--- src/rtl/rgr_pkg.sv ---
// Shared types, constants and helpers for the windowed green-to-gold recolor block.
package rgr_pkg;

   // Fixed frame geometry.
   localparam int FRAME_WIDTH  = 360;
   localparam int FRAME_HEIGHT = 360;
   localparam int COL_W = (FRAME_WIDTH  > 1) ? $clog2(FRAME_WIDTH)  : 1;
   localparam int ROW_W = (FRAME_HEIGHT > 1) ? $clog2(FRAME_HEIGHT) : 1;

   // Register file geometry.
   localparam int WIN_W       = 9;
   localparam int FLOOR_W     = 6;
   localparam int CSR_INDEX_W = 3;
   localparam int CSR_DATA_W  = 9;

   // Comparison widths wide enough for a counter and a window bound.
   localparam int COL_CMP_W = (COL_W > WIN_W) ? COL_W : WIN_W;
   localparam int ROW_CMP_W = (ROW_W > WIN_W) ? ROW_W : WIN_W;

   // RGB565 fields.
   localparam int PIX_W   = 16;
   localparam int RED_W   = 5;
   localparam int GREEN_W = 6;
   localparam int BLUE_W  = 5;

   // Gold color offsets and limits.
   localparam logic [6:0] GOLD_RED_BASE   = 7'd18;
   localparam logic [6:0] GOLD_GREEN_BASE = 7'd16;
   localparam logic [6:0] GOLD_BLUE_BASE  = 7'd2;
   localparam logic [6:0] RED_MAX         = 7'd31;
   localparam logic [6:0] GREEN_MAX       = 7'd63;
   localparam logic [6:0] BLUE_MAX        = 7'd31;

   // Register indexes.
   typedef enum logic [CSR_INDEX_W-1:0] {
      CSR_WINDOW_LEFT   = 3'd0,
      CSR_WINDOW_RIGHT  = 3'd1,
      CSR_WINDOW_TOP    = 3'd2,
      CSR_WINDOW_BOTTOM = 3'd3,
      CSR_GREEN_FLOOR   = 3'd4
   } csr_index_type;

   // Reset values of the registers.
   localparam logic [WIN_W-1:0]   WINDOW_LEFT_RST   = 9'd45;
   localparam logic [WIN_W-1:0]   WINDOW_RIGHT_RST  = 9'd315;
   localparam logic [WIN_W-1:0]   WINDOW_TOP_RST    = 9'd55;
   localparam logic [WIN_W-1:0]   WINDOW_BOTTOM_RST = 9'd235;
   localparam logic [FLOOR_W-1:0] GREEN_FLOOR_RST   = 6'd18;

   typedef struct packed {
      logic [WIN_W-1:0]   window_left;
      logic [WIN_W-1:0]   window_right;
      logic [WIN_W-1:0]   window_top;
      logic [WIN_W-1:0]   window_bottom;
      logic [FLOOR_W-1:0] green_floor;
   } cfg_type;

   typedef struct packed {
      logic [COL_W-1:0] col;
      logic [ROW_W-1:0] row;
   } pos_type;

   // green / 5 for a six-bit value: (g * 13) >> 6 is exact over 0..63.
   function automatic logic [3:0] div5_green(input logic [GREEN_W-1:0] g);
      logic [9:0] prod;
      prod = {4'd0, g} * 10'd13;
      return prod[9:6];
   endfunction

   function automatic logic [6:0] clamp7(input logic [6:0] v, input logic [6:0] top);
      return (v > top) ? top : v;
   endfunction

endpackage

--- src/rtl/rgr_csr.sv ---
// Configuration register file: window bounds and green floor.
module rgr_csr (
   input  logic                           clock,
   input  logic                           reset,
   input  logic                           csr_valid,
   output logic                           csr_ready,
   input  logic [rgr_pkg::CSR_INDEX_W-1:0] csr_index,
   input  logic [rgr_pkg::CSR_DATA_W-1:0]  csr_data,
   output rgr_pkg::cfg_type               cfg
);
   import rgr_pkg::*;

   cfg_type cfg_ff;
   cfg_type cfg_in;

   assign csr_ready = 1'b1;

   always_comb begin
      cfg_in = cfg_ff;
      if (csr_valid) begin
         case (csr_index)
            CSR_WINDOW_LEFT:   cfg_in.window_left   = csr_data[WIN_W-1:0];
            CSR_WINDOW_RIGHT:  cfg_in.window_right  = csr_data[WIN_W-1:0];
            CSR_WINDOW_TOP:    cfg_in.window_top    = csr_data[WIN_W-1:0];
            CSR_WINDOW_BOTTOM: cfg_in.window_bottom = csr_data[WIN_W-1:0];
            CSR_GREEN_FLOOR:   cfg_in.green_floor   = csr_data[FLOOR_W-1:0];
            default:           cfg_in = cfg_ff;
         endcase
      end
   end

   always_ff @(posedge clock) begin
      if (reset) begin
         cfg_ff.window_left   <= WINDOW_LEFT_RST;
         cfg_ff.window_right  <= WINDOW_RIGHT_RST;
         cfg_ff.window_top    <= WINDOW_TOP_RST;
         cfg_ff.window_bottom <= WINDOW_BOTTOM_RST;
         cfg_ff.green_floor   <= GREEN_FLOOR_RST;
      end else begin
         cfg_ff <= cfg_in;
      end
   end

   assign cfg = cfg_ff;

endmodule

--- src/rtl/rgr_position.sv ---
// Raster position tracker: column and row of the pixel being accepted.
module rgr_position (
   input  logic             clock,
   input  logic             reset,
   input  logic             advance,
   input  logic             frame_start,
   output rgr_pkg::pos_type pos
);
   import rgr_pkg::*;

   logic [COL_W-1:0] col_ff;
   logic [COL_W-1:0] col_in;
   logic [ROW_W-1:0] row_ff;
   logic [ROW_W-1:0] row_in;

   // Start of frame places this pixel at the origin.
   assign pos.col = frame_start ? '0 : col_ff;
   assign pos.row = frame_start ? '0 : row_ff;

   always_comb begin
      col_in = col_ff;
      row_in = row_ff;
      if (advance) begin
         if (pos.col == COL_W'(FRAME_WIDTH - 1)) begin
            col_in = '0;
            row_in = (pos.row == ROW_W'(FRAME_HEIGHT - 1)) ? '0 : pos.row + ROW_W'(1);
         end else begin
            col_in = pos.col + COL_W'(1);
            row_in = pos.row;
         end
      end
   end

   always_ff @(posedge clock) begin
      if (reset) begin
         col_ff <= '0;
         row_ff <= '0;
      end else begin
         col_ff <= col_in;
         row_ff <= row_in;
      end
   end

endmodule

--- src/rtl/rgr_recolor.sv ---
// Window test, green dominance test and gold color generation for one pixel.
module rgr_recolor (
   input  rgr_pkg::cfg_type               cfg,
   input  rgr_pkg::pos_type               pos,
   input  logic [rgr_pkg::PIX_W-1:0]      pixel_in,
   output logic [rgr_pkg::PIX_W-1:0]      pixel_out,
   output logic                           recolored
);
   import rgr_pkg::*;

   logic [RED_W-1:0]     red;
   logic [GREEN_W-1:0]   green;
   logic [BLUE_W-1:0]    blue;
   logic [COL_CMP_W-1:0] col_x;
   logic [ROW_CMP_W-1:0] row_x;
   logic                 in_window;
   logic [8:0]           green_x4;
   logic [8:0]           red_x10;
   logic [8:0]           blue_x10;
   logic                 dominant;
   logic [6:0]           gold_r;
   logic [6:0]           gold_g;
   logic [6:0]           gold_b;

   assign red   = pixel_in[15:11];
   assign green = pixel_in[10:5];
   assign blue  = pixel_in[4:0];

   assign col_x = COL_CMP_W'(pos.col);
   assign row_x = ROW_CMP_W'(pos.row);

   assign in_window = (col_x >= COL_CMP_W'(cfg.window_left)) &&
                      (col_x <  COL_CMP_W'(cfg.window_right)) &&
                      (row_x >= ROW_CMP_W'(cfg.window_top)) &&
                      (row_x <  ROW_CMP_W'(cfg.window_bottom));

   // green*4 against channel*10, all fit in nine bits
   assign green_x4 = {1'b0, green, 2'b00};
   assign red_x10  = {1'b0, red, 3'b000} + {3'b000, red, 1'b0};
   assign blue_x10 = {1'b0, blue, 3'b000} + {3'b000, blue, 1'b0};
   assign dominant = (green_x4 > red_x10) && (green_x4 > blue_x10);

   assign recolored = in_window && (green >= cfg.green_floor) && dominant;

   assign gold_r = clamp7(GOLD_RED_BASE + {3'd0, div5_green(green)}, RED_MAX);
   assign gold_g = clamp7(GOLD_GREEN_BASE + {2'd0, green[5:1]}, GREEN_MAX);
   assign gold_b = clamp7(GOLD_BLUE_BASE + {5'd0, green[5:4]}, BLUE_MAX);

   assign pixel_out = recolored ? {gold_r[RED_W-1:0], gold_g[GREEN_W-1:0], gold_b[BLUE_W-1:0]}
                                : pixel_in;

endmodule

--- src/rtl/windowed_green_to_gold_recolor_top.sv ---
// Top level of the windowed green-to-gold recolor block: handshakes and pipeline registers.
//
//   channel | direction | handshake           | payload
//   --------+-----------+---------------------+-----------------------------------
//   req     | in        | req_valid/req_stall | req_pixel_in[15:0], req_frame_start
//   rsp     | out       | rsp_valid/rsp_stall | rsp_pixel_out[15:0], rsp_recolored
//   csr     | in        | csr_valid/csr_ready | csr_index[2:0], csr_data[8:0]
//
// One pixel per clock sustained while the result side does not stall. A pixel
// transfer lands in the input register, and the recolor logic sits between that
// register and the result register. Synchronous active-high reset
// clears both stage valids, the raster counters and the registers to defaults.
// A stalled result freezes the result register; the input register still takes
// one more pixel, and req_stall rises only when both stages hold data.
module windowed_green_to_gold_recolor_top (
   input  logic                            clock,
   input  logic                            reset,
   // pixel input
   input  logic                            req_valid,
   output logic                            req_stall,
   input  logic [rgr_pkg::PIX_W-1:0]       req_pixel_in,
   input  logic                            req_frame_start,
   // pixel result
   output logic                            rsp_valid,
   input  logic                            rsp_stall,
   output logic [rgr_pkg::PIX_W-1:0]       rsp_pixel_out,
   output logic                            rsp_recolored,
   // configuration writes
   input  logic                            csr_valid,
   output logic                            csr_ready,
   input  logic [rgr_pkg::CSR_INDEX_W-1:0] csr_index,
   input  logic [rgr_pkg::CSR_DATA_W-1:0]  csr_data
);
   import rgr_pkg::*;

   cfg_type cfg;
   pos_type req_pos;

   // input stage
   logic              s1_valid_ff;
   logic              s1_valid_in;
   logic [PIX_W-1:0]  s1_pixel_ff;
   pos_type           s1_pos_ff;

   // result stage
   logic              rsp_valid_ff;
   logic              rsp_valid_in;
   logic [PIX_W-1:0]  rsp_pixel_ff;
   logic              rsp_recolored_ff;

   logic              rsp_free;
   logic              s1_move;
   logic              req_take;
   logic [PIX_W-1:0]  calc_pixel;
   logic              calc_hit;

   rgr_csr u_csr (
      .clock     (clock),
      .reset     (reset),
      .csr_valid (csr_valid),
      .csr_ready (csr_ready),
      .csr_index (csr_index),
      .csr_data  (csr_data),
      .cfg       (cfg)
   );

   // Advance the raster counters on every pixel transfer.
   rgr_position u_position (
      .clock       (clock),
      .reset       (reset),
      .advance     (req_take),
      .frame_start (req_frame_start),
      .pos         (req_pos)
   );

   rgr_recolor u_recolor (
      .cfg       (cfg),
      .pos       (s1_pos_ff),
      .pixel_in  (s1_pixel_ff),
      .pixel_out (calc_pixel),
      .recolored (calc_hit)
   );

   // The result register is free when empty or when its result leaves now.
   assign rsp_free  = !rsp_valid_ff || !rsp_stall;
   assign s1_move   = s1_valid_ff && rsp_free;
   // Hold off the source only while the input register is full and stuck.
   assign req_stall = s1_valid_ff && !rsp_free;
   assign req_take  = req_valid && !req_stall;

   assign s1_valid_in  = req_take || (s1_valid_ff && !s1_move);
   assign rsp_valid_in = s1_move || (rsp_valid_ff && !rsp_free);

   always_ff @(posedge clock) begin
      if (reset) begin
         s1_valid_ff  <= 1'b0;
         rsp_valid_ff <= 1'b0;
      end else begin
         s1_valid_ff  <= s1_valid_in;
         rsp_valid_ff <= rsp_valid_in;
      end
   end

   // Capture the pixel and its raster position on transfer.
   always_ff @(posedge clock) begin
      if (req_take) begin
         s1_pixel_ff <= req_pixel_in;
         s1_pos_ff   <= req_pos;
      end
   end

   // Load the result whenever the input stage moves forward; hold it otherwise.
   always_ff @(posedge clock) begin
      if (s1_move) begin
         rsp_pixel_ff     <= calc_pixel;
         rsp_recolored_ff <= calc_hit;
      end
   end

   assign rsp_valid     = rsp_valid_ff;
   assign rsp_pixel_out = rsp_pixel_ff;
   assign rsp_recolored = rsp_recolored_ff;

endmodule

--- config.mk ---
export PLATFORM = sky130hd
export DESIGN_NAME = windowed_green_to_gold_recolor_top
export DESIGN_NICKNAME = d
export VERILOG_FILES = /design/src/rtl/rgr_pkg.sv /design/src/rtl/rgr_csr.sv /design/src/rtl/rgr_position.sv /design/src/rtl/rgr_recolor.sv /design/src/rtl/windowed_green_to_gold_recolor_top.sv
export SDC_FILE = /design/constraint.sdc
export NUM_CORES = 1
export LEC_CHECK = 0
export BUFFER_PORTS_ARGS = -buffer_cell sky130_fd_sc_hd__buf_4
export CORE_UTILIZATION = 50
export CTS_CLUSTER_SIZE = 12
export DETAILED_ROUTE_END_ITERATION = 8
export HOLD_SLACK_MARGIN = 0.08
export PLACE_DENSITY_LB_ADDON = 0.3
export RECOVER_POWER = 50
export REMOVE_ABC_BUFFERS = 1
export SLEW_MARGIN = 20
export SYNTH_ARGS = -nofsm -noshare
export SYNTH_HDL_FRONTEND = slang
export SYNTH_SLANG_ARGS = --single-unit
--- constraint.sdc ---
create_clock -name clock -period 9.5 [get_ports clock]
set_input_delay 0.475 -clock clock [delete_from_list [all_inputs] [get_ports clock]]
set_output_delay 0.475 -clock clock [all_outputs]
set_load 0.01 [all_outputs]
After elaboration in Yosys (flattened, before gate mapping)
Index checks and enable logic that the tools add are counted.
Widths: inputs -> output; s select.
{"block": "word_totals", "inputBits": 34, "out_inout_bits": 20, "ff_bits": 113}
{"block": "op_classes", "muxes": 9, "n_lt_le_gt_ge": 10, "add_sub_neg": 7, "n_eq_ne": 6, "n_reduce_logical": 25, "mul": 1}
{"cell": "$mux 9", "count": 5}
{"cell": "$add 8x6->9", "count": 2}
{"cell": "$add 9x1->9 const B", "count": 2}
{"cell": "$eq 9x9->1 const B", "count": 2}
{"cell": "$ge 9x9->1", "count": 2}
{"cell": "$gt 8x9->1", "count": 2}
{"cell": "$lt 9x9->1", "count": 2}
{"cell": "$mux 16", "count": 1}
{"cell": "$logic_and 1x1->1", "count": 11}
{"cell": "$mul 6x4->10 const B", "count": 1}
{"cell": "$mux 5", "count": 2}
{"cell": "$reduce_and 2->1", "count": 5}
{"cell": "$gt 7x5->1 const B", "count": 1}
{"cell": "$gt 7x6->1 const B", "count": 1}
{"cell": "$add 5x4->6 const A", "count": 1}
{"cell": "$add 5x5->6 const A", "count": 1}
{"cell": "$eq 3x2->1 const B", "count": 2}
{"cell": "$ge 6x6->1", "count": 1}
{"cell": "$gt 6x5->1 const B", "count": 1}
{"cell": "$mux 6", "count": 1}
{"cell": "$logic_not 1->1", "count": 5}
{"cell": "$add 2x2->3 const A", "count": 1}
{"cell": "$eq 3x1->1 const B", "count": 1}
{"cell": "$eq 3x3->1 const B", "count": 1}
{"cell": "other kinds (2)", "count": 4}

Depth between registers and ports, before layout
Gate-level depths: netlist of the first run.
{"block": "depth", "ltp_word": 7, "mapped_depth": 15}

Cells and area by module
A second synthesis of the first run with hierarchy kept.
{"block": "hier_totals", "cells_unflattened": 644, "area_unflattened_um2": 6611.3}
{"mod": "rgr_recolor", "cells_each": 263, "n_inst": 1, "area_per_inst_um2": 2099.5}
{"mod": "rgr_csr", "cells_each": 167, "n_inst": 1, "area_per_inst_um2": 1722.9}
{"mod": "windowed_green_to_gold_recolor_top", "cells_each": 61, "n_inst": 1, "area_per_inst_um2": 1617.8}
{"mod": "rgr_position", "cells_each": 153, "n_inst": 1, "area_per_inst_um2": 1171.1}

Least setup slack after synthesis of the first run
OpenSTA, ideal clock, no wires.
{"block": "synth_timing", "path_kind": "reg2reg", "startpoint": "register s1_pixel_ff[14]", "endpoint": "register rsp_pixel_ff[11], in the netlist rsp_pixel_out[11] (data pin)", "t_arrival_ps": 3504, "path_slack_ps": 5735, "required_time_ps": 9240, "stages_incl_launch_ff": 13, "n_path_buf": 1, "period_less_slack_ps": 3765, "cell_sequence": "edfxtp_1 > ha_1 > a21o_1 > a21oi_1 > xnor2_1 > ha_1 > and4_1 > and4b_1 > or4_1 > or3_4 > nor4_4 > buf_8 > mux2_4"}
{"block": "synth_between", "elab_chain_cells": 5}
{"element": "start, declared", "line_no": "windowed_green_to_gold_recolor_top.sv:42", "source": "logic [PIX_W-1:0] s1_pixel_ff;"}
{"element": "start signal, assigned", "line_no": "windowed_green_to_gold_recolor_top.sv:107", "source": "s1_pixel_ff <= req_pixel_in;"}
{"element": "$add 8x6->9", "line_no": "rgr_recolor.sv:39", "source": "assign red_x10 = {1'b0, red, 3'b000} + {3'b000, red, 1'b0};"}
{"element": "$gt 8x9->1", "line_no": "rgr_recolor.sv:41", "source": "assign dominant = (green_x4 > red_x10) && (green_x4 > blue_x10);"}
{"element": "$logic_and 1x1->1", "line_no": "rgr_recolor.sv:41"}
{"element": "$logic_and 1x1->1", "line_no": "rgr_recolor.sv:43", "source": "assign recolored = in_window && (green >= cfg.green_floor) && dominant;"}
{"element": "via calc_hit", "line_no": "windowed_green_to_gold_recolor_top.sv:55", "source": "logic calc_hit;"}
{"element": "$mux 16", "line_no": "rgr_recolor.sv:49", "source": "assign pixel_out = recolored ? {gold_r[RED_W-1:0], gold_g[GREEN_W-1:0], gold_b[BLUE_W-1:0]}"}
{"element": "via calc_pixel[11]", "line_no": "windowed_green_to_gold_recolor_top.sv:54", "source": "logic [PIX_W-1:0] calc_pixel;"}
{"element": "end signal, assigned", "line_no": "windowed_green_to_gold_recolor_top.sv:115", "source": "rsp_pixel_ff <= calc_pixel;"}
{"element": "end, declared", "line_no": "windowed_green_to_gold_recolor_top.sv:48", "source": "logic [PIX_W-1:0] rsp_pixel_ff;"}
The timed path passes the listed nets, and every way through them passes these cells.
A chain may end at the register's enable or synchronous reset.

Final worst setup path of the first run
{"block": "layout_timing", "startpoint": "register s1_pixel_ff[0]", "endpoint": "register rsp_pixel_ff[6], in the netlist rsp_pixel_out[6] (data pin)"}
{"block": "layout_between", "elab_chain_cells": 5}
{"element": "$add 8x6->9", "line_no": "rgr_recolor.sv:40", "source": "assign blue_x10 = {1'b0, blue, 3'b000} + {3'b000, blue, 1'b0};"}
{"element": "$gt 8x9->1", "line_no": "rgr_recolor.sv:41"}
{"element": "$logic_and 1x1->1", "line_no": "rgr_recolor.sv:41"}
{"element": "$logic_and 1x1->1", "line_no": "rgr_recolor.sv:43"}
{"element": "$mux 16", "line_no": "rgr_recolor.sv:49"}
{"element": "via calc_pixel[6]", "line_no": "windowed_green_to_gold_recolor_top.sv:54"}
The timed path passes the listed nets, and every way through them passes these cells.

==> results of run 1 <==
[per-layer routing]
metal	global-route usage, %	routed length [µm]
met5	0	0
met4	9.70	254
met3	5.85	659
met2	39.2	6830
met1	29.0	6210
[placed cells by master (no fill, tap or decap), types with 5 or more instances in the layout]
cell and instances:
sky130_fd_sc_hd__nand2_1 85, sky130_fd_sc_hd__ha_1 76, sky130_fd_sc_hd__inv_1 62, sky130_fd_sc_hd__dfxtp_1 62, sky130_fd_sc_hd__edfxtp_1 51, sky130_fd_sc_hd__a21oi_1 49, sky130_fd_sc_hd__nor2_1 35, sky130_fd_sc_hd__nor2b_1 22
sky130_fd_sc_hd__clkbuf_1 22, sky130_fd_sc_hd__o21ai_0 20, sky130_fd_sc_hd__buf_4 20, sky130_fd_sc_hd__clkbuf_16 18, sky130_fd_sc_hd__nand3_1 17, sky130_fd_sc_hd__clkbuf_4 16, sky130_fd_sc_hd__nand3b_1 15, sky130_fd_sc_hd__nand4_1 10
sky130_fd_sc_hd__nand2b_1 10, sky130_fd_sc_hd__a211o_1 9, sky130_fd_sc_hd__nor3_1 8, sky130_fd_sc_hd__xnor2_1 7, sky130_fd_sc_hd__xor2_1 7, sky130_fd_sc_hd__and3_1 6, sky130_fd_sc_hd__mux2i_1 6, sky130_fd_sc_hd__mux2_2 6
sky130_fd_sc_hd__and4_1 5, sky130_fd_sc_hd__a22oi_1 5, sky130_fd_sc_hd__clkinv_2 5
[report_power, final]
group / leakage [µW] / internal, µW / total, µW / switching, µW
logic: 0.00190 / 68.9 / 160 / 90.8
registers: 0.00100 / 528 / 542 / 14.1
clock network: 0.000289 / 406 / 622 / 217
total: 0.00320 / 1000 / 1320 / 322
[per-stage QoR]
stage	hold WS (ns)	std cells	utilization, %	setup slack (ns)	total power, µW
global placement	0.445	854	56.3	5.72	703
global route	0.238	886	60.5	5.33	1380
floorplan	0.430	631	-	5.50	653
detailed placement	0.449	854	56.3	5.60	712
finish	0.254	886	60.5	5.52	1320
CTS	0.220	886	61.1	5.57	1340
[state kept, by name, indices dropped and copies added (netlist names), named ones only]
signal             count
s1_pos_ff             18
s1_pixel_ff           16
u_csr.cfg             42
u_position.col_ff      9
rsp_pixel_out         16
s1_valid_ff            1
u_position.row_ff      9
rsp_recolored          1
[how the worst max path moves through the flow]
stage / startpoint / to / slack, ns
after floorplan: s1_pixel_ff[14] / rsp_pixel_out[0] / 5.50
after detailed placement: s1_pixel_ff[0] / rsp_pixel_out[6] / 5.60
after CTS: s1_pixel_ff[13] / rsp_pixel_out[6] / 5.57
after global placement: s1_pixel_ff[13] / rsp_pixel_out[15] / 5.72
final: s1_pixel_ff[0] / rsp_pixel_out[6] / 5.52
after global routing: s1_pixel_ff[0] / rsp_pixel_out[6] / 5.33
[cells in the mapped netlist (all sizes together) (6+ instances only)]
library cell	n	area share, %
nand2	85	5.0
ha	76	15
dfxtp	62	20
inv	62	3.7
edfxtp	51	24
a21oi	49	3.9
nor2	35	2.1
nor2b	23	2.3
clkbuf	20	1.2
o21ai	20	1.6
nand3	17	1.3
nand3b	15	1.8
mux2	10	2.0
nand2b	10	0.98
nand4	10	0.98
a211o	9	1.2
nor3	8	0.63
xnor2	7	0.96
xor2	7	0.96
and3	6	0.59
mux2i	6	0.95
[cells by family (layout without fill, tap and decap cells)]
family | Yosys count | in the layout | share of synthesized area, %
AO/OA/AOI/OAI | 114 | 114 | 11.2
AND/OR/NAND/NOR | 231 | 231 | 18.7
XOR/XNOR | 14 | 14 | 1.93
flip-flops | 113 | 113 | 43.6
adder cells (fa/ha/maj) | 80 | 80 | 16.2
multiplexers | 16 | 16 | 2.95
other | 1 | 1 | 0.0590
buffers and inverters | 85 | 149 | 5.26
[worst max-delay path: stages, from the launching register on]
cell,delay [ns]
sky130_fd_sc_hd__edfxtp_1,0.38
sky130_fd_sc_hd__ha_1,0.19
sky130_fd_sc_hd__inv_1,0.06
sky130_fd_sc_hd__fa_1,0.41
sky130_fd_sc_hd__nor2b_1,0.13
sky130_fd_sc_hd__o21ai_0,0.10
sky130_fd_sc_hd__xor2_1,0.21
sky130_fd_sc_hd__ha_1,0.29
sky130_fd_sc_hd__nand2_1,0.08
sky130_fd_sc_hd__nor2_1,0.05
sky130_fd_sc_hd__a22o_1,0.16
sky130_fd_sc_hd__or4_1,0.40
sky130_fd_sc_hd__or3_4,0.39
sky130_fd_sc_hd__nor4_4,0.20
sky130_fd_sc_hd__buf_4,0.30
sky130_fd_sc_hd__mux2_2,0.38
[area by class of cell]
class | count | area, µm²
inverter | 62 | 233
multi-input combinational | 456 | 3250
sequential | 113 | 2770
clock buffer | 22 | 475
tap | 168 | 210
clock inverter | 10 | 108
fill | 1026 | 4820
timing repair buffer | 55 | 342
==> Flow_metrics.wiki, run 1 <==
{| class="wikitable"
! Metric !! Value
|-
| Result of the run || complete, but fails checks
|-
| Violated checks || capacitance limit, slew limit
|-
| Number of antenna violations at the first check in global routing || 0
|-
| Post-synthesis average cell area || 9.72 µm²
|-
| Portion of the clock cycle consumed by the worst path in the final layout || 41.9%
|-
| Leakage power total || 0.00320 µW
|-
| Inserted Diodes || 0
|-
| Die Height || 115 µm
|-
| Setup slack of the most critical reg-to-reg path || 5.52 ns
|-
| Number of flops mapped to enable cells by yosys || 51
|-
| Slew at the pin with the worst max-slew slack || 2.62 ns
|-
| Die area || 13200 µm²
|-
| Pin count of the biggest net entering global routing || 63
|-
| Detail Route Antenna Nets || 0
|-
| Global route overflow || 0
|-
| Worst Setup End Kind || flop
|-
| Reg clk slew, reported paths || 0.05 ns
|-
| Via-per-instance ratio || 5.56
|-
| Area of all placed cells without fillers || 7390 µm²
|-
| Inserted Clock Buffers || 17
|-
| I/O pin count || 54
|-
| Fraction of layout cells with a size suffix above 1 || 11.1%
|-
| Post-synthesis async set-or-reset flop share || 0%
|-
| Worst flop-to-flop path endpoint || rsp_pixel_out[6]
|-
| Post-CTS Setup Repair Bufs || 0
|-
| Routed wirelength normalized by instance count || 15.8 µm
|-
| Fin. max-slew vios || 63
|-
| Depth of the worst hold-timing path || 1
|-
| Type of the most critical hold path || input pin to flop
|-
| Critical path startpoint category || flop
|-
| Setup CP Type || flop to flop
|-
| Worst VDD drop || 0.116 mV
|-
| Core area || 12200 µm²
|-
| Maximum capacitance violations || 1
|-
| Final sum of negative setup slack || 0 ns
|-
| Total Nets Final || 819
|-
| Insertion delay to the later sink of the worst-skew pair || 0.42 ns
|-
| Worst Path Arrival || 4.14 ns
|-
| Post-synthesis sequential area ratio || 43.6%
|-
| Depth of the most critical reg-to-reg path || 15
|-
| Unrepaired setup endpoints after global routing || false
|-
| TritonCTS clock tree || done
|-
| Number of gates given a new drive strength after cts || 0
|-
| Final count of hold timing violations || 0
|-
| Required @ worst endpoint || 9.66 ns
|-
| Peak Freq || 251 MHz
|-
| Clock buffer depth || 2
|-
| Unique masters post-synth || 58
|-
| Max H-tree Level || 4
|-
| Number of storage elements in the synthesis netlist || 113
|-
| RD Place Congestion || 0.893
|-
| DRC marker count from the first detailed-route iteration || 281
|-
| Endpoint of the worst hold-timing path || s1_pixel_ff[13]
|-
| Total global-route track usage || 23.4%
|-
| TritonRoute pass-1 iters || 5
|-
| Number of global-route vias before repair || 4984
|-
| HPWL reported at the end of detailed placement || 10000 µm
|-
| Count of buffers inserted at the top-level ports || 52
|-
| P&R area growth vs syn || 16.3%
|-
| Post-route clock skew || 0.0113 ns
|-
| Worst min-delay path startpoint || req_pixel_in[13]
|-
| Syn Inst Count || 654
|-
| Final min period || 3.98 ns
|-
| Starting utilization of the core area || 52.0%
|-
| Total of warnings raised by yosys || 0
|-
| Setup Viol. Count Final || 0
|-
| Summed instance area of the synthesized netlist || 6350 µm²
|-
| Power per cell area || 179 nW/µm²
|-
| Post-route DRC violation count || 0
|-
| Total via count in the routed design || 4928
|-
| Die X || 115 µm
|-
| Total detailed-routing wirelength || 14000 µm
|-
| Number of hold-repair buffers added at the cts stage || 0
|-
| Main synth FF type || sky130_fd_sc_hd__dfxtp_1
|-
| Max_slew headroom || -74.8%
|-
| First-pass GRT wire length || 23600 µm
|-
| Critical-path maximum fanout || 16
|-
| Reg-to-reg critical path startpoint || s1_pixel_ff[0]
|-
| Instance area after placement || 6880 µm²
|-
| Row count || 40
|-
| Total clock sinks || 113
|-
| Root cell of the clock tree || sky130_fd_sc_hd__clkbuf_16
|}
(Power assumes the default switching activity.)
==> inputs of run 2 (changes only) <==
- clock period: 9.5 -> 3.62 ns (I/O delays scaled with it)
==> Flow_metrics.wiki, run 2 (synthesized netlist as in run 1, its figures left out) <==
{| class="wikitable"
! Metric !! Value
|-
| Result of the run || complete, but fails checks
|-
| Violated checks || setup timing
|-
| I/O pin count || 54
|-
| Max_slew headroom || 36.0%
|-
| Portion of the clock cycle consumed by the worst path in the final layout || 106%
|-
| Delay contributed by the slowest stage of the critical path || 0.42 ns
|-
| Final sum of negative setup slack || -2.86 ns
|-
| Worst Path Arrival || 4.02 ns
|-
| Met2 WL || 7520 µm
|-
| Worst Setup End Kind || flop
|-
| Pin count of the biggest net entering global routing || 63
|-
| Worst VDD drop || 0.316 mV
|-
| Reg-to-reg critical path startpoint || s1_pixel_ff[3]
|-
| Post-Route M1 WL || 6880 µm
|-
| Highest routed layer || met4
|-
| Depth of the worst hold-timing path || 4
|-
| Core area || 12200 µm²
|-
| Slew at the pin with the worst max-slew slack || 0.959 ns
|-
| Critical-path cell with the highest stage delay || sky130_fd_sc_hd__edfxtp_1
|-
| Total via count in the routed design || 5226
|-
| HPWL reported at the end of detailed placement || 10700 µm
|-
| Post-route DRC violation count || 0
|-
| Starting utilization of the core area || 52.0%
|-
| Worst flop-to-flop path endpoint || rsp_pixel_out[6]
|-
| Inserted Diodes || 0
|-
| Highest-count cells in the layout ignoring fill and taps || 85 x sky130_fd_sc_hd__nand2_1, 72 x sky130_fd_sc_hd__ha_1, 62 x sky130_fd_sc_hd__dfxtp_1, 60 x sky130_fd_sc_hd__inv_1, 52 x sky130_fd_sc_hd__buf_4
|-
| Max H-tree Level || 4
|-
| DRC marker count from the first detailed-route iteration || 329
|-
| Detail Route Antenna Nets || 0
|-
| Power per cell area || 452 nW/µm²
|-
| Inserted Clock Buffers || 17
|-
| Total clock sinks || 113
|-
| Final min period || 3.85 ns
|-
| Final count of hold timing violations || 0
|-
| Required @ worst endpoint || 3.78 ns
|-
| Setup Viol. Count Final || 15
|-
| Number of global-route vias before repair || 5101
|-
| Post-route worst hold slack || 0.227 ns
|-
| Unrepaired setup endpoints after global routing || true
|-
| Worst min-delay path startpoint || csr_index[2]
|-
| Setup slack of the most critical reg-to-reg path || -0.23 ns
|-
| RD Place Congestion || 0.880
|-
| Type of the most critical hold path || input pin to flop
|-
| TritonRoute pass-1 iters || 5
|-
| Detail Route met3 WL || 762 µm
|-
| Reg clk slew, reported paths || 0.05 ns
|-
| Insertion delay to the later sink of the worst-skew pair || 0.41 ns
|-
| Number of flip-flops in the largest register || 42
|-
| Cell-by-cell listing of the critical path || ha_1 > a21o_1 > a21oi_2 > xnor2_1 > ha_1 > and4_1 > a22o_1 > or4_1 > or3_4 > nor4_4 > buf_4 > buf_12 > mux2_2
|-
| TritonCTS clock tree || done
|-
| Clock buffer depth || 2
|-
| Fraction of layout cells with a size suffix above 1 || 16.5%
|-
| Count of buffers inserted at the top-level ports || 52
|-
| Number of antenna violations at the first check in global routing || 0
|-
| Root cell of the clock tree || sky130_fd_sc_hd__clkbuf_16
|-
| Worst setup slack after placement || -0.164 ns
|-
| Leading cell type in the layout, fill and taps excluded || sky130_fd_sc_hd__nand2_1
|-
| Total global-route track usage || 24.3%
|-
| Critical-path maximum fanout || 7
|-
| Routed wirelength normalized by instance count || 16.2 µm
|-
| Depth of the most critical reg-to-reg path || 13
|-
| Setup CP Type || flop to flop
|-
| Post-route clock skew || 0.00659 ns
|-
| P&R area growth vs syn || 26.7%
|-
| Leakage power total || 0.00351 µW
|-
| Total power consumption of the routed design || 3640 µW
|-
| Total detailed-routing wirelength || 15400 µm
|-
| Row count || 40
|-
| Total Nets Final || 884
|-
| Critical Path Most Common Cell || sky130_fd_sc_hd__ha_1
|-
| Via-per-instance ratio || 5.50
|-
| Largest delay contributor family on the critical path || simple AND/OR/NAND/NOR gates
|-
| Global route overflow || 0
|-
| Die X || 115 µm
|-
| Fin. max-slew vios || 0
|-
| Filler cell count || 977
|-
| Critical path startpoint category || flop
|-
| Die Height || 115 µm
|-
| Maximum capacitance violations || 0
|-
| Buffer and inverter count on the worst path || 2
|-
| First-pass GRT wire length || 24500 µm
|-
| Die area || 13200 µm²
|-
| Endpoint of the worst hold-timing path || u_csr.cfg[1]
|-
| Worst setup margin || -0.234 ns
|-
| Peak Freq || 259 MHz
|}
[run 2: report_power, final]
group	switching [µW]	internal [µW]	leakage (µW)
clock network	600	1100	0.000292
logic	276	252	0.00221
registers	30.7	1380	0.00100
total	907	2730	0.00351
[run 2: worst min-delay path: cells and delay by family]
kind / cells / cell delay, ns
buffers and inverters: 1 / 0.10
and+or+nand+nor: 3 / 0.33
[run 2: through the flow]
| step | utilization (%) | instances | area (µm²) |
|---|---|---|---|
| after global placement | 57.9 | 878 | 7070 |
| after floorplan | - | 631 | 6250 |
| after CTS | 65.1 | 938 | 7950 |
| after global routing | 65.9 | 951 | 8050 |
| final | 65.9 | 951 | 8050 |
| after detailed placement | 57.9 | 878 | 7070 |
[run 2: timing repair]
action / in CTS / in global routing
setup buffers: 1 / 12
gates resized for setup: 1 / 16
pin swaps: 0 / 11
hold buffers: 27 / 0
hold endpoints to repair: 58 / 0
cloned: 0 / 1
endpoints found under the setup margin: 13 / 16
[run 2: per-layer routing]
layer  global-route usage, %  up-vias
li1                        -     2542
met1                    30.2     2517
met2                    41.6      143
met3                    5.80       24
met4                    8.14        0
met5                       0        -
[run 2: area by class of cell]
type	count	area, µm²	share of cell area [%]
Sequential cell	113	2770	34.4
Tap cell	168	210	2.61
Timing Repair Buffer	120	935	11.6
Inverter	62	233	2.89
Clock buffer	19	443	5.50
Multi-Input combinational cell	456	3300	41.0
Clock inverter	13	158	1.96
[run 2: worst max path at each step]
| stage | start | endpoint | slack [ns] | cells after the start |
|---|---|---|---|---|
| 2_1_floorplan | s1_pixel_ff[14] | rsp_pixel_out[0] | -0.38 | 11 |
| 3_3_place_gp | s1_pixel_ff[12] | rsp_pixel_out[15] | -0.09 | 12 |
| 3_5_place_dp | s1_pixel_ff[12] | rsp_pixel_out[0] | -0.16 | 12 |
| 4_1_cts | s1_pixel_ff[13] | rsp_pixel_out[6] | -0.19 | 13 |
| 5_1_grt | s1_pixel_ff[0] | rsp_pixel_out[6] | -0.35 | 16 |
| 6_report | s1_pixel_ff[3] | rsp_pixel_out[6] | -0.23 | 13 |
==> inputs of run 3 (changes only) <==
- SYNTH_HIERARCHICAL: unset -> 1
==> Flow_metrics.wiki, run 3 <==
{| class="wikitable"
! Metric !! Value
|-
| Type of the most critical hold path || input pin to flop
|-
| Inserted Diodes || 0
|-
| Critical-path cell with the highest stage delay || sky130_fd_sc_hd__fa_1
|-
| Number of flip-flops in the largest register || 42
|-
| Delay contributed by the slowest stage of the critical path || 0.41 ns
|-
| Largest delay contributor family on the critical path || adder cells
|-
| Die X || 117 µm
|-
| Setup CP Type || flop to flop
|-
| Die area || 13700 µm²
|-
| Required @ worst endpoint || 3.79 ns
|-
| RD Place Congestion || 0.893
|-
| Total power consumption of the routed design || 3410 µW
|-
| Summed instance area of the synthesized netlist || 6610 µm²
|-
| Worst flop-to-flop path endpoint || rsp_pixel_out[6]
|-
| Insertion delay to the later sink of the worst-skew pair || 0.42 ns
|-
| Count of buffers inserted at the top-level ports || 52
|-
| Total detailed-routing wirelength || 14700 µm
|-
| Root cell of the clock tree || sky130_fd_sc_hd__clkbuf_16
|-
| Row count || 41
|-
| HPWL reported at the end of detailed placement || 10200 µm
|-
| Leading cell type in the layout, fill and taps excluded || sky130_fd_sc_hd__ha_1
|-
| Area leader, netlist || sky130_fd_sc_hd__edfxtp_1
|-
| Number of storage elements in the synthesis netlist || 113
|-
| Total of warnings raised by yosys || 6
|-
| Post-synthesis sequential area ratio || 41.9%
|-
| Worst Path Arrival || 3.59 ns
|-
| Die Height || 117 µm
|-
| Fraction of layout cells with a size suffix above 1 || 13.5%
|-
| Peak Freq || 292 MHz
|-
| P&R area growth vs syn || 20.2%
|-
| Final min period || 3.42 ns
|-
| Total via count in the routed design || 5013
|-
| DRC marker count from the first detailed-route iteration || 254
|-
| Highest-count cells in the layout ignoring fill and taps || 75 x sky130_fd_sc_hd__ha_1, 66 x sky130_fd_sc_hd__inv_1, 63 x sky130_fd_sc_hd__nor2_1, 62 x sky130_fd_sc_hd__dfxtp_1, 51 x sky130_fd_sc_hd__edfxtp_1
|-
| Final count of hold timing violations || 0
|-
| Maximum capacitance violations || 1
|-
| Reg clk slew, reported paths || 0.06 ns
|-
| I/O pin count || 54
|-
| TritonCTS clock tree || done
|-
| Main synth FF type || sky130_fd_sc_hd__dfxtp_1
|-
| Core area || 12800 µm²
|-
| Placed Cells || 852
|-
| Layout Cells excl Fill || 911
|-
| Total global-route track usage || 22.6%
|-
| Via-per-instance ratio || 5.50
|-
| Count leader, synth || sky130_fd_sc_hd__ha_1
|-
| Final sum of negative setup slack || 0 ns
|-
| Worst min-delay path startpoint || csr_index[0]
|-
| Cell-by-cell listing of the critical path || ha_1 > inv_1 > fa_1 > xor2_1 > ha_1 > nand2_1 > o21ai_0 > nand3_1 > a2111oi_2 > nand3_1 > nor4_4 > buf_6 > mux2_2
|-
| Critical path startpoint category || flop
|-
| Pin count of the biggest net entering global routing || 84
|-
| Routed wirelength normalized by instance count || 16.1 µm
|-
| Area of all placed cells without fillers || 7950 µm²
|-
| TritonRoute pass-1 iters || 5
|-
| Critical-path maximum fanout || 14
|-
| Share of Yosys cell area claimed by the top area cell type || 23.2%
|-
| List of most frequent post-synthesis cells || 75 x sky130_fd_sc_hd__ha_1, 66 x sky130_fd_sc_hd__inv_1, 64 x sky130_fd_sc_hd__nor2_1, 62 x sky130_fd_sc_hd__dfxtp_1, 51 x sky130_fd_sc_hd__edfxtp_1
|-
| Total Nets Final || 839
|-
| Total clock sinks || 113
|-
| Result of the run || complete, but fails checks
|-
| Endpoint of the worst hold-timing path || u_csr/cfg[34]
|-
| Setup Viol. Count Final || 0
|-
| Post-synthesis average cell area || 10.3 µm²
|-
| Portion of the clock cycle consumed by the worst path in the final layout || 94.5%
|-
| Post-route clock skew || 0.00672 ns
|-
| Power per cell area || 430 nW/µm²
|-
| Most area-consuming cells after synthesis || sky130_fd_sc_hd__edfxtp_1 23%, sky130_fd_sc_hd__dfxtp_1 19%, sky130_fd_sc_hd__ha_1 14%
|-
| First-pass GRT wire length || 23200 µm
|-
| Clock buffer depth || 2
|-
| Setup slack of the most critical reg-to-reg path || 0.20 ns
|-
| Reg-to-reg critical path startpoint || s1_pixel_ff[2]
|-
| Violated checks || capacitance limit, slew limit
|-
| Slew at the pin with the worst max-slew slack || 3.17 ns
|-
| Unrepaired setup endpoints after global routing || true
|-
| Worst VDD drop || 0.270 mV
|-
| Post-route DRC violation count || 0
|-
| Fin. max-slew vios || 84
|-
| Max H-tree Level || 4
|-
| Depth of the most critical reg-to-reg path || 13
|-
| Worst Setup End Kind || flop
|-
| Post-CTS Setup Repair Bufs || 0
|-
| Number of antenna violations at the first check in global routing || 0
|-
| Number of global-route vias before repair || 4876
|-
| Max_slew headroom || -112%
|-
| Number of flops mapped to enable cells by yosys || 51
|-
| Instance area after placement || 7180 µm²
|-
| Depth of the worst hold-timing path || 3
|-
| Leakage power total || 0.00349 µW
|-
| Inserted Clock Buffers || 17
|-
| Detail Route Antenna Nets || 0
|-
| Post-synthesis async set-or-reset flop share || 0%
|-
| Buffer and inverter count on the worst path || 2
|-
| Syn Inst Count || 644
|-
| Unique masters post-synth || 66
|-
| Starting utilization of the core area || 51.8%
|-
| Global route overflow || 0
|}
==> run 3: final cells by class <==
class                      count  area, µm²
clock buffer                  22        465
clock inverter                10       83.8
fill                        1007       4830
inverter                      67        251
multi-input combinational    439       3480
sequential                   113       2770
tap                          172        215
timing repair buffer          88        683
==> run 3: cell families (layout without fill, tap and decap cells) <==
family,after synthesis,in the layout,share of synthesized area [%]
other,1,1,0.0567
xor gates and xnor gates,13,13,1.72
AOI/OAI and AO/OA,87,87,8.57
buffers and inverters,92,187,5.75
muxes,60,60,9.54
adders and majority gates,79,79,15.4
DFF,113,113,41.9
and+or+nand+nor,199,199,17.0
==> run 3: worst reg2reg max path, cell delays in order (launching register included) <==
cell	delay, ns
sky130_fd_sc_hd__edfxtp_1	0.39
sky130_fd_sc_hd__ha_1	0.22
sky130_fd_sc_hd__inv_1	0.06
sky130_fd_sc_hd__fa_1	0.41
sky130_fd_sc_hd__xor2_1	0.19
sky130_fd_sc_hd__ha_1	0.32
sky130_fd_sc_hd__nand2_1	0.07
sky130_fd_sc_hd__o21ai_0	0.17
sky130_fd_sc_hd__nand3_1	0.11
sky130_fd_sc_hd__a2111oi_2	0.30
sky130_fd_sc_hd__nand3_1	0.16
sky130_fd_sc_hd__nor4_4	0.17
sky130_fd_sc_hd__buf_6	0.24
sky130_fd_sc_hd__mux2_2	0.36
==> run 3: repair_timing <==
action / 4_1_cts / 5_1_grt
endpoints found under the hold margin: 30 / 0
resized for setup: 0 / 2
endpoints found under the setup margin: 0 / 10
hold buffers: 27 / 0
==> run 3: routing by layer <==
metal  global-route usage [%]  vias to the layer above  share of wire [%]
met2                     38.6                      114                 50
met5                        0                        -                  0
li1                         -                     2442                  -
met3                     4.79                       26                4.1
met1                     27.2                     2431                 44
met4                     11.1                        0                2.2
==> run 3: worst max-delay path by stage <==
stage,start,to,slack (ns),depth (start not counted)
after floorplan,flop,u_position/row_ff[6],-0.72,6
after global placement,s1_pixel_ff[6],rsp_pixel_out[15],0.32,11
after detailed placement,s1_pixel_ff[0],rsp_pixel_out[7],0.17,14
after CTS,s1_pixel_ff[7],rsp_pixel_out[15],0.14,13
after global routing,s1_pixel_ff[2],rsp_pixel_out[6],-0.001,14
final,s1_pixel_ff[2],rsp_pixel_out[6],0.20,13
==> run 3: power breakdown <==
group          switching (µW)  internal, µW
Combinational             239           205
Clock                     583           975
Sequential               30.5          1380
==> run 3: metrics by stage <==
step | hold slack [ns] | utilization [%] | worst slack, ns
2_1_floorplan | 0.243 | - | -0.715
3_3_place_gp | 0.359 | 56.2 | 0.315
3_5_place_dp | 0.360 | 56.2 | 0.171
4_1_cts | 0.171 | 62.6 | 0.143
5_1_grt | 0.205 | 62.2 | -0.00131
6_report | 0.178 | 62.2 | 0.201
